<file path="config.mk">
export PLATFORM = sky130hd
export DESIGN_NAME = hall_tachometer_rpm_average_flat
export DESIGN_NICKNAME = d
export VERILOG_FILES = /design/src/sv/htach_pkg.sv /design/src/sv/htach_in_if.sv /design/src/sv/htach_out_if.sv /design/src/sv/htach_sdiv.sv /design/src/sv/hall_tachometer_rpm_average.sv /design/src/flat_wrapper.sv
export SDC_FILE = /design/constraint.sdc
export NUM_CORES = 2
export LEC_CHECK = 0
export BUFFER_PORTS_ARGS = -buffer_cell sky130_fd_sc_hd__buf_2
export CAP_MARGIN = 20
export CORE_ASPECT_RATIO = 0.8
export CORE_UTILIZATION = 65
export DETAILED_ROUTE_END_ITERATION = 6
export PLACE_DENSITY = 0.91
export SYNTH_ARGS = -nofsm -noshare
export SYNTH_HDL_FRONTEND = slang
export SYNTH_HIERARCHICAL = 1
export SYNTH_SLANG_ARGS = --single-unit
</file>
<file path="constraint.sdc">
create_clock -name clk -period 9.3 [get_ports clk]
set_clock_uncertainty 0.1 [all_clocks]
set_input_delay 0 -clock clk [delete_from_list [all_inputs] [get_ports clk]]
set_output_delay 0 -clock clk [all_outputs]
set_load 0.03 [all_outputs]
</file>
<file path="src/sv/htach_pkg.sv">
package htach_pkg;

    // field widths
    localparam int PP_W   = 8;
    localparam int WORD_W = 32;
    localparam int MODE_W = 2;

    // speed arithmetic: 60 s * 1000 ms * 16 for four fraction bits
    localparam int SCALE_W = 20;
    localparam logic [SCALE_W-1:0] SPEED_SCALE = SCALE_W'(960000);

    // serial divider widths
    localparam int NUM_W = WORD_W + SCALE_W;
    localparam int DEN_W = WORD_W + PP_W;
    localparam int QUO_W = WORD_W;
    localparam int REM_W = DEN_W + 1;
    localparam int CNT_W = $clog2(QUO_W + 1);

    // default depth of the averaging ring
    localparam int FILTER_TAPS_DEF = 5;

    // item kinds
    typedef enum logic [MODE_W-1:0] {
        MODE_PULSE = 2'd0,
        MODE_READ  = 2'd1,
        MODE_CLEAR = 2'd2
    } mode_t;

    // divider status toward the controller
    typedef struct packed {
        logic busy;
        logic done;
    } div_stat_t;

endpackage

</file>
<file path="src/sv/htach_in_if.sv">
interface htach_in_if;
    logic        valid;
    logic        ready;
    logic [1:0]  mode;
    logic [31:0] now_ms;

    modport source (output valid, output mode, output now_ms, input ready);
    modport sink   (input valid, input mode, input now_ms, output ready);
endinterface

</file>
<file path="src/sv/htach_out_if.sv">
interface htach_out_if;
    logic        valid;
    logic        ready;
    logic [31:0] rpm_x16;
    logic [31:0] pulse_total;
    logic        too_soon;

    modport source (output valid, output rpm_x16, output pulse_total, output too_soon,
                    input ready);
    modport sink   (input valid, input rpm_x16, input pulse_total, input too_soon,
                    output ready);
endinterface

</file>
<file path="src/sv/htach_sdiv.sv">
module htach_sdiv (
    input  logic                          clk,
    input  logic                          rst_n,
    input  logic                          start,
    input  logic [htach_pkg::NUM_W-1:0]   num,
    input  logic [htach_pkg::DEN_W-1:0]   den,
    output logic [htach_pkg::QUO_W-1:0]   quo,
    output htach_pkg::div_stat_t          stat
);
    import htach_pkg::*;

    localparam int HI_W = NUM_W - QUO_W;

    logic [REM_W-1:0] rem_reg;
    logic [QUO_W-1:0] q_reg;
    logic [DEN_W-1:0] den_reg;
    logic [CNT_W-1:0] cnt_reg;
    logic             done_reg;

    logic [REM_W-1:0] trial;
    logic             fits;
    logic             sat;

    // quotient past 32 bits when the high part of the dividend reaches the divisor
    assign sat = {{(DEN_W-HI_W){1'b0}}, num[NUM_W-1:QUO_W]} >= den;

    // one restoring step: shift in the next dividend bit, subtract when it fits
    assign trial = {rem_reg[REM_W-2:0], q_reg[QUO_W-1]};
    assign fits  = trial >= {1'b0, den_reg};

    // control
    always_ff @(posedge clk or negedge rst_n)
    begin
        if (!rst_n)
        begin
            cnt_reg  <= '0;
            done_reg <= 1'b0;
        end
        else
        begin
            done_reg <= 1'b0;
            if (start)
            begin
                if (sat)
                begin
                    cnt_reg  <= '0;
                    done_reg <= 1'b1;
                end
                else
                begin
                    cnt_reg <= CNT_W'(QUO_W);
                end
            end
            else if (cnt_reg != '0)
            begin
                cnt_reg <= cnt_reg - 1'b1;
                if (cnt_reg == CNT_W'(1))
                begin
                    done_reg <= 1'b1;
                end
            end
        end
    end

    // remainder and quotient shift register
    always_ff @(posedge clk)
    begin
        if (start)
        begin
            den_reg <= den;
            if (sat)
            begin
                q_reg <= '1;
            end
            else
            begin
                rem_reg <= {{(REM_W-HI_W){1'b0}}, num[NUM_W-1:QUO_W]};
                q_reg   <= num[QUO_W-1:0];
            end
        end
        else if (cnt_reg != '0)
        begin
            rem_reg <= fits ? (trial - {1'b0, den_reg}) : trial;
            q_reg   <= {q_reg[QUO_W-2:0], fits};
        end
    end

    assign quo       = q_reg;
    assign stat.busy = cnt_reg != '0;
    assign stat.done = done_reg;

endmodule

</file>
<file path="src/sv/hall_tachometer_rpm_average.sv">
// Hall tachometer with a moving average of the measured speed.
// in_ch takes one beat per item: mode 0 counts a sensor pulse, mode 1 reads the
// speed at time now_ms, mode 2 clears counts and ring and restarts the time base.
// Mode 3 is dropped. Only a read gives a beat on out_ch: rpm_x16, pulse_total, too_soon.
// cfg_we with cfg_wdata sets pole_pairs; a zero value is ignored. Write only when idle.
// A read whose elapsed time is at most 1 ms goes straight to the final state, and its
// result enters the output register from there. Any other read goes through a multiply
// step, a bit-serial divide for the speed (cut short when it saturates), a sum over the
// ring entries, and a second serial divide by FILTER_TAPS. The divider yields one
// quotient bit per cycle.
// in_ch is ready only while no item is in work. A finished result sits in the output
// register until taken; if out_ch stalls and the next read finishes, it waits in its
// final state, holding in_ch off, until the register frees up.
// Reset clears counts, time base, ring and index, sets pole_pairs to 1 and empties
// the output register.
module hall_tachometer_rpm_average #(
    parameter int FILTER_TAPS = htach_pkg::FILTER_TAPS_DEF
) (
    input  logic                        clk,
    input  logic                        rst_n,
    htach_in_if.sink                    in_ch,
    htach_out_if.source                 out_ch,
    input  logic                        cfg_we,
    input  logic [htach_pkg::PP_W-1:0]  cfg_wdata
);
    import htach_pkg::*;

    localparam int IDX_W = (FILTER_TAPS > 1) ? $clog2(FILTER_TAPS) : 1;
    localparam int SUM_W = WORD_W + $clog2(FILTER_TAPS);
    localparam logic [IDX_W-1:0] LAST_IDX = IDX_W'(FILTER_TAPS - 1);

    typedef enum logic [7:0] {
        S_IDLE  = 8'b0000_0001,
        S_MUL   = 8'b0000_0010,
        S_DIV1  = 8'b0000_0100,
        S_WAIT1 = 8'b0000_1000,
        S_SUM   = 8'b0001_0000,
        S_DIV2  = 8'b0010_0000,
        S_WAIT2 = 8'b0100_0000,
        S_DONE  = 8'b1000_0000
    } state_t;

    state_t state_reg, state_next;

    logic [PP_W-1:0]   pole_pairs_reg;
    logic [WORD_W-1:0] pulse_count_reg;
    logic [WORD_W-1:0] last_count_reg;
    logic [WORD_W-1:0] last_time_reg;
    logic [WORD_W-1:0] ring_reg [FILTER_TAPS];
    logic [IDX_W-1:0]  ring_idx_reg;
    logic [IDX_W-1:0]  walk_reg;
    logic [SUM_W-1:0]  sum_reg;

    logic [WORD_W-1:0] delta_reg;
    logic [WORD_W-1:0] elapsed_reg;
    logic [NUM_W-1:0]  num_reg;
    logic [DEN_W-1:0]  den_reg;
    logic [WORD_W-1:0] rpm_res_reg;
    logic [WORD_W-1:0] total_res_reg;
    logic              soon_res_reg;

    logic              out_valid_reg;
    logic [WORD_W-1:0] out_rpm_reg;
    logic [WORD_W-1:0] out_total_reg;
    logic              out_soon_reg;

    logic              in_acc;
    logic [WORD_W-1:0] delta;
    logic [WORD_W-1:0] elapsed;
    logic              too_soon;
    logic              slot_free;
    logic [NUM_W-1:0]  num_prod;
    logic [DEN_W-1:0]  den_prod;

    logic              div_start;
    logic [NUM_W-1:0]  div_num;
    logic [DEN_W-1:0]  div_den;
    logic [QUO_W-1:0]  div_quo;
    div_stat_t         div_st;

    // handshake
    assign in_ch.ready = state_reg == S_IDLE;
    assign in_acc      = in_ch.valid && in_ch.ready;
    assign slot_free   = !out_valid_reg || out_ch.ready;

    // deltas since the previous read
    assign delta    = pulse_count_reg - last_count_reg;
    assign elapsed  = in_ch.now_ms - last_time_reg;
    assign too_soon = elapsed <= WORD_W'(1);

    // speed numerator and denominator products
    assign num_prod = NUM_W'(delta_reg) * NUM_W'(SPEED_SCALE);
    assign den_prod = DEN_W'(pole_pairs_reg) * DEN_W'(elapsed_reg);

    // shared serial divider: speed first, then the ring mean
    assign div_start = (state_reg == S_DIV1) || (state_reg == S_DIV2);
    assign div_num   = (state_reg == S_DIV2) ? {{(NUM_W-SUM_W){1'b0}}, sum_reg} : num_reg;
    assign div_den   = (state_reg == S_DIV2) ? DEN_W'(FILTER_TAPS) : den_reg;

    htach_sdiv u_sdiv (
        .clk   (clk),
        .rst_n (rst_n),
        .start (div_start),
        .num   (div_num),
        .den   (div_den),
        .quo   (div_quo),
        .stat  (div_st)
    );

    // sequencer
    always_comb
    begin
        state_next = state_reg;
        case (state_reg)
            S_IDLE:
            begin
                if (in_acc && (in_ch.mode == MODE_READ))
                begin
                    state_next = too_soon ? S_DONE : S_MUL;
                end
            end
            S_MUL:   state_next = S_DIV1;
            S_DIV1:  state_next = S_WAIT1;
            S_WAIT1:
            begin
                if (div_st.done)
                begin
                    state_next = S_SUM;
                end
            end
            S_SUM:
            begin
                if (walk_reg == LAST_IDX)
                begin
                    state_next = S_DIV2;
                end
            end
            S_DIV2:  state_next = S_WAIT2;
            S_WAIT2:
            begin
                if (div_st.done)
                begin
                    state_next = S_DONE;
                end
            end
            S_DONE:
            begin
                if (slot_free)
                begin
                    state_next = S_IDLE;
                end
            end
            default: state_next = S_IDLE;
        endcase
    end

    // control and state registers
    always_ff @(posedge clk or negedge rst_n)
    begin
        if (!rst_n)
        begin
            state_reg       <= S_IDLE;
            pole_pairs_reg  <= PP_W'(1);
            pulse_count_reg <= '0;
            last_count_reg  <= '0;
            last_time_reg   <= '0;
            ring_idx_reg    <= '0;
            walk_reg        <= '0;
            out_valid_reg   <= 1'b0;
            for (int k = 0; k < FILTER_TAPS; k++)
            begin
                ring_reg[k] <= '0;
            end
        end
        else
        begin
            state_reg <= state_next;

            if (cfg_we && (cfg_wdata != '0))
            begin
                pole_pairs_reg <= cfg_wdata;
            end

            // item bookkeeping
            if (in_acc)
            begin
                case (in_ch.mode)
                    MODE_PULSE:
                    begin
                        pulse_count_reg <= pulse_count_reg + 1'b1;
                    end
                    MODE_READ:
                    begin
                        last_count_reg <= pulse_count_reg;
                        last_time_reg  <= in_ch.now_ms;
                    end
                    MODE_CLEAR:
                    begin
                        pulse_count_reg <= '0;
                        last_count_reg  <= '0;
                        last_time_reg   <= in_ch.now_ms;
                        for (int k = 0; k < FILTER_TAPS; k++)
                        begin
                            ring_reg[k] <= '0;
                        end
                    end
                    default:
                    begin
                    end
                endcase
            end

            // new speed enters the ring
            if ((state_reg == S_WAIT1) && div_st.done)
            begin
                ring_reg[ring_idx_reg] <= div_quo;
                ring_idx_reg <= (ring_idx_reg == LAST_IDX) ? '0 : ring_idx_reg + 1'b1;
                walk_reg     <= '0;
            end
            else if (state_reg == S_SUM)
            begin
                walk_reg <= (walk_reg == LAST_IDX) ? '0 : walk_reg + 1'b1;
            end

            // output register
            if ((state_reg == S_DONE) && slot_free)
            begin
                out_valid_reg <= 1'b1;
            end
            else if (out_ch.ready)
            begin
                out_valid_reg <= 1'b0;
            end
        end
    end

    // datapath registers
    always_ff @(posedge clk)
    begin
        if (in_acc && (in_ch.mode == MODE_READ))
        begin
            delta_reg     <= delta;
            elapsed_reg   <= elapsed;
            total_res_reg <= pulse_count_reg;
            soon_res_reg  <= too_soon;
            rpm_res_reg   <= '0;
        end

        if (state_reg == S_MUL)
        begin
            num_reg <= num_prod;
            den_reg <= den_prod;
        end

        // ring sum, one entry per cycle
        if ((state_reg == S_WAIT1) && div_st.done)
        begin
            sum_reg <= '0;
        end
        else if (state_reg == S_SUM)
        begin
            sum_reg <= sum_reg + SUM_W'(ring_reg[walk_reg]);
        end

        if ((state_reg == S_WAIT2) && div_st.done)
        begin
            rpm_res_reg <= div_quo;
        end

        if ((state_reg == S_DONE) && slot_free)
        begin
            out_rpm_reg   <= rpm_res_reg;
            out_total_reg <= total_res_reg;
            out_soon_reg  <= soon_res_reg;
        end
    end

    assign out_ch.valid       = out_valid_reg;
    assign out_ch.rpm_x16     = out_rpm_reg;
    assign out_ch.pulse_total = out_total_reg;
    assign out_ch.too_soon    = out_soon_reg;

    // ring index never leaves the ring
    a_idx_range: assert property (@(posedge clk) disable iff (!rst_n)
        ring_idx_reg <= LAST_IDX)
        else $error("ring index out of range");

    // divider finishes only while the sequencer waits for it
    a_div_done: assert property (@(posedge clk) disable iff (!rst_n)
        div_st.done |-> ((state_reg == S_WAIT1) || (state_reg == S_WAIT2)))
        else $error("divider done outside a wait state");

    // a too-soon result reports zero speed
    a_soon_zero: assert property (@(posedge clk) disable iff (!rst_n)
        (out_ch.valid && out_ch.too_soon) |-> (out_ch.rpm_x16 == '0))
        else $error("too-soon result with nonzero speed");

    // a pulse beat bumps the count by one
    a_pulse_inc: assert property (@(posedge clk) disable iff (!rst_n)
        (in_acc && (in_ch.mode == MODE_PULSE))
        |=> (pulse_count_reg == $past(pulse_count_reg) + 1'b1))
        else $error("pulse count did not advance");

endmodule

</file>
<file path="src/flat_wrapper.sv">
// flat-port wrapper written by rule: the top's interface ports become plain ports
module hall_tachometer_rpm_average_flat import htach_pkg::*;
#(
    parameter int FILTER_TAPS = htach_pkg::FILTER_TAPS_DEF
)
  (clk, rst_n, cfg_we, cfg_wdata, in_ch_valid, in_ch_mode, in_ch_now_ms, in_ch_ready, out_ch_valid, out_ch_rpm_x16, out_ch_pulse_total, out_ch_too_soon, out_ch_ready);
  htach_in_if in_ch_i ();
  htach_out_if out_ch_i ();
  input  logic clk;
  input  logic rst_n;
  input  logic cfg_we;
  input  logic [htach_pkg::PP_W-1:0] cfg_wdata;
  input wire logic [$bits(in_ch_i.valid)-1:0] in_ch_valid;
  input wire logic [$bits(in_ch_i.mode)-1:0] in_ch_mode;
  input wire logic [$bits(in_ch_i.now_ms)-1:0] in_ch_now_ms;
  output wire logic [$bits(in_ch_i.ready)-1:0] in_ch_ready;
  output wire logic [$bits(out_ch_i.valid)-1:0] out_ch_valid;
  output wire logic [$bits(out_ch_i.rpm_x16)-1:0] out_ch_rpm_x16;
  output wire logic [$bits(out_ch_i.pulse_total)-1:0] out_ch_pulse_total;
  output wire logic [$bits(out_ch_i.too_soon)-1:0] out_ch_too_soon;
  input wire logic [$bits(out_ch_i.ready)-1:0] out_ch_ready;
  assign in_ch_i.valid = in_ch_valid;
  assign in_ch_i.mode = in_ch_mode;
  assign in_ch_i.now_ms = in_ch_now_ms;
  assign in_ch_ready = in_ch_i.ready;
  assign out_ch_valid = out_ch_i.valid;
  assign out_ch_rpm_x16 = out_ch_i.rpm_x16;
  assign out_ch_pulse_total = out_ch_i.pulse_total;
  assign out_ch_too_soon = out_ch_i.too_soon;
  assign out_ch_i.ready = out_ch_ready;
  hall_tachometer_rpm_average #(.FILTER_TAPS(FILTER_TAPS)) u_core (.clk(clk), .rst_n(rst_n), .in_ch(in_ch_i), .out_ch(out_ch_i), .cfg_we(cfg_we), .cfg_wdata(cfg_wdata));
endmodule
</file>
==> parameters.txt <==
Parameter                              Value

Status
  Status ... completed

Worst setup path
  Longest individual stage delay on the worst path ... about 1.2 ns
  Critical path cell sequence ... and2_1, fa_1, fa_1, fa_1, inv_1, fa_1, inv_1, ha_1, and4_1, and3_1, nor3b_1, a21oi_1, o21ai_0, o21ai_0, o21ai_0, a31o_2, nor3b_1, o221ai_1, xnor2_1
  Worst flop-to-flop path endpoint ... u_core/den_reg[39]
  Cell class contributing the biggest share of worst-path delay ... adder cells
  Critical path arrival ... approximately 7.2 ns
  Biggest fanout along the worst timing path ... 33
  Critical path's slowest cell ... sky130_fd_sc_hd__dfrtp_1
  Worst path bufs/invs ... 2
  Crit path launch ... u_core/pole_pairs_reg[6]
  RR Startpoint ... u_core/pole_pairs_reg[6]
  Depth of the worst register-to-register path ... 19
  Critical path class ... flop to flop
  Required time of the critical path ... 9.61 ns
  Capturing element of the worst setup path ... u_core/den_reg[39]
  Critical Path Source Type ... flop
  Critical Path Stages ... 19
  FF-to-FF setup slack ... approximately 2.4 ns
  Library cell appearing most often on the critical path ... sky130_fd_sc_hd__fa_1
  Sort of element at the end of the critical path ... flop

Pwr
  Reported leakage power ... around 25 nW
  Part of the power in registers ... 0.229
  Worst voltage drop across the vdd grid ... 0.000513 V
  Net switching power ... roughly 9.9 mW
  Total internal power ... 12.2 mW
  Part of the power in the clock network ... 0.145
  Sw Ratio ... 0.449
  Combinational fraction of design power ... 0.626
  PwrDens ... 398 mW/mm^2

Floorplan
  CORE AREA ... ~0.077 mm^2
  Cell row count ... 91
  Count of boundary I/O pins ... 114
  Starting density of the core ... 0.657
  Die outline width ... 314 um
  Area of the die ... about 0.079 mm^2
  Height of the chip ... 252 um

Place
  DPL Wire Length ... ~85000 um
  Post-Place Setup Slack ... 2.70 ns
  GP Congestion ... approximately 0.93
  Count of input and output buffers ... 113

CTS
  Buffer count from post-CTS setup fixing ... 0
  Number of cells upsized or downsized after cts ... 0
  H-Tree Depth ... 3
  Buffer type at the clock tree root ... sky130_fd_sc_hd__clkbuf_16
  Clock latency on the worst-skew pair ... 0.67 ns
  Clock buffer count from CTS ... 74
  Clock tree sinks ... 710
  CTS clk-pin slew, worst paths ... 0.08 ns
  Clock tree from TritonCTS ... built
  Hold_buf cts ... 76
  Number of buffers on the longest clock path ... 3

Detailed routing
  Routed WL per cell ... 20.1 um
  Number of vias per cell after detailed routing ... 6.20
  Via count ... 39.6k
  Final wirelength ... approximately 130000 um
  Post-DRT Antenna Nets ... 0
  First-iteration detailed-routing DRC count ... around 5k
  Number of detailed-routing iterations run before antenna repair ... 6
  Post-route DRC violation count ... 0

Synthesis
  Synth area leaders ... sky130_fd_sc_hd__edfxtp_1 (23%), sky130_fd_sc_hd__dfrtp_1 (14%), sky130_fd_sc_hd__fa_1 (13%), sky130_fd_sc_hd__ha_1 (8.2%), sky130_fd_sc_hd__nand2_1 (5.2%)
  Synth cell types ... 100
  Adder and majority gate portion of the synthesized area ... 0.211
  Synth Area in Simple Gates ... 0.167
  Predominant post-synthesis flop cell ... sky130_fd_sc_hd__edfxtp_1
  Dominant combinational cell family by area after synthesis ... adder cells
  Proportion of synthesized chip area in sequential cells ... 0.386
  Number of enable flip-flop cells after synthesis ... 389
  Syn Nets ... 5908
  Average cell area after synthesis ... 9.73 um^2
  Yosys warning total ... 6
  Compound-cell area share of the yosys netlist ... 0.116
  Cell area after synthesis ... about 0.05 mm^2
  Async S/R FF share, synth ... 0.403
  Post-synthesis cell type with the largest combined area ... sky130_fd_sc_hd__edfxtp_1
  Portion of netlist area occupied by mux cells ... 0.0219
  #FFs+latches synth ... between 700 and 800
  Post-synth top area share ... 0.231
  Instance count of the mapped netlist ... around 5.2k
  Synth Area in XOR/XNOR ... 0.0334

Min path
  Path category of the worst min-delay check ... primary input to flop

Final layout
  Final layout net count ... 6011
  Area growth from synthesis to final layout ... 9.78%
  Multi-input combinational cell area ... 0.0279 mm^2
  Most common library cell in the layout ignoring fill and taps ... sky130_fd_sc_hd__nand2_1
  Layout cells sized above 1 ... 0.0754
  Most used cells in the layout excluding fill and tap cells ... sky130_fd_sc_hd__nand2_1 (702), sky130_fd_sc_hd__inv_1 (662), sky130_fd_sc_hd__edfxtp_1 (389)
  Flip-flop count of the largest register after layout ... 160
  Register Area ... 0.0195 mm^2
  Fillcell total ... 4925

STA
  Clock period minus worst slack ... 6.92 ns
  Post-route clock period utilization ... 0.744
  F_max ... 144 MHz
  Count of pins over their slew limit ... 0
  Actual slew at the worst max-slew pin ... between 1 and 1.5 ns
  Unrepaired setup endpoints after global routing ... no
  Final setup fails ... 0
  Hold Vio Cnt, Final ... 0
  Total Neg Setup Slack ... 0 ns
  Relative max-transition margin ... 0.182
  Final worst setup slack ... 2.38 ns

Global routing
  Pin count of the biggest net entering global routing ... 100
  Grt ovf ... 0
  Number of antenna violations at the first check in global routing ... 0
  Wire length of the first global-routing pass ... about 200000 um
  Number of global-route vias before repair ... 38.7k
  Total routing usage reported by global routing ... 0.325

Run
  Maximum capacitance violations ... 0
==> worst min path at each step <==
stage	to	cells after the start	start	slack, ns
floorplan	u_core/last_count_reg[0]	0	rst_n	-0.40
global placement	u_core/pulse_count_reg[3]	1	rst_n	-0.05
detailed placement	u_core/pulse_count_reg[3]	1	rst_n	-0.05
CTS	u_core/last_time_reg[25]	3	in_ch_now_ms[25]	0.0006
global route	u_core/last_time_reg[12]	3	in_ch_now_ms[12]	0.02
finish	u_core/last_time_reg[12]	3	in_ch_now_ms[12]	0.03
==> final cells by class <==
class / instances / area share
multi-input cells: 3629 / 0.502
flip-flops and latches: 710 / 0.351
inverters: 663 / 0.0448
clock buffers: 92 / 0.0371
repair buffers: 228 / 0.0306
well taps: 1023 / 0.0230
clock inverters: 46 / 0.0110
diodes: 1 / 0.0000450
==> logic make-up after synthesis <==
kind of cell / count (synthesis)
AND/OR/NAND/NOR: 1768
flip-flops: 710
adder cells (fa/ha/maj): 658
XOR/XNOR: 193
buffers and inverters: 864
multiplexers: 67
AO/OA/AOI/OAI: 943
==> power groups by stage <==
| stage | logic, mW | clock network (mW) | registers (mW) |
|---|---|---|---|
| floorplan | 10.4 | 0 | 4.89 |
| finish | 13.9 | 3.21 | 5.07 |
| CTS | 13.5 | 3.23 | 5.04 |
| global route | 15.3 | 3.36 | 5.11 |
| detailed placement | 13.2 | 0 | 5.09 |
| global placement | 12.7 | 0 | 5.06 |
==> per-layer routing <==
layer	part of all wire	GRT usage	up-vias
met4	0.034	0.109	0
met2	0.46	0.507	2425
li1	-	-	17700
met5	0	0.00246	-
met3	0.11	0.0739	378
met1	0.40	0.450	19100
==> worst reg2reg max path, stage by stage, from the launching register on <==
cell and delay (ns):
sky130_fd_sc_hd__dfrtp_1 1.16, sky130_fd_sc_hd__and2_1 0.31, sky130_fd_sc_hd__fa_1 0.45, sky130_fd_sc_hd__fa_1 0.53, sky130_fd_sc_hd__fa_1 0.57, sky130_fd_sc_hd__inv_1 0.06
sky130_fd_sc_hd__fa_1 0.54, sky130_fd_sc_hd__inv_1 0.05, sky130_fd_sc_hd__ha_1 0.37, sky130_fd_sc_hd__and4_1 0.24, sky130_fd_sc_hd__and3_1 0.28, sky130_fd_sc_hd__nor3b_1 0.28
sky130_fd_sc_hd__a21oi_1 0.07, sky130_fd_sc_hd__o21ai_0 0.18, sky130_fd_sc_hd__o21ai_0 0.24, sky130_fd_sc_hd__o21ai_0 0.39, sky130_fd_sc_hd__a31o_2 0.22, sky130_fd_sc_hd__nor3b_1 0.29
sky130_fd_sc_hd__o221ai_1 0.20, sky130_fd_sc_hd__xnor2_1 0.15
==> per-stage QoR <==
step                area [um^2]  cells  hold slack [ns]  power [mW]   util
floorplan                 50600   5203           -0.396        15.2      -
global placement          52100   6174          -0.0511        17.7  0.675
detailed placement        52100   6174          -0.0549        18.3  0.675
CTS                       55500   6388         0.000598        21.7  0.720
global route              55600   6391           0.0230        23.7  0.721
finish                    55600   6392           0.0330        22.1  0.721
==> synth_stat cells (all sizes together), types with 46 or more instances <==
| cell type | instances |
|---|---|
| clkbuf | 171 |
| fa | 325 |
| a21oi | 259 |
| nor3 | 55 |
| edfxtp | 389 |
| ha | 333 |
| xor2 | 66 |
| o21ai | 295 |
| nand3 | 155 |
| inv | 663 |
| dfrtp | 284 |
| xnor2 | 127 |
| and2 | 284 |
| nand4 | 46 |
| nand2 | 705 |
| a21o | 95 |
| nor2 | 294 |
| nand2b | 64 |
(Power assumes the default switching activity.)
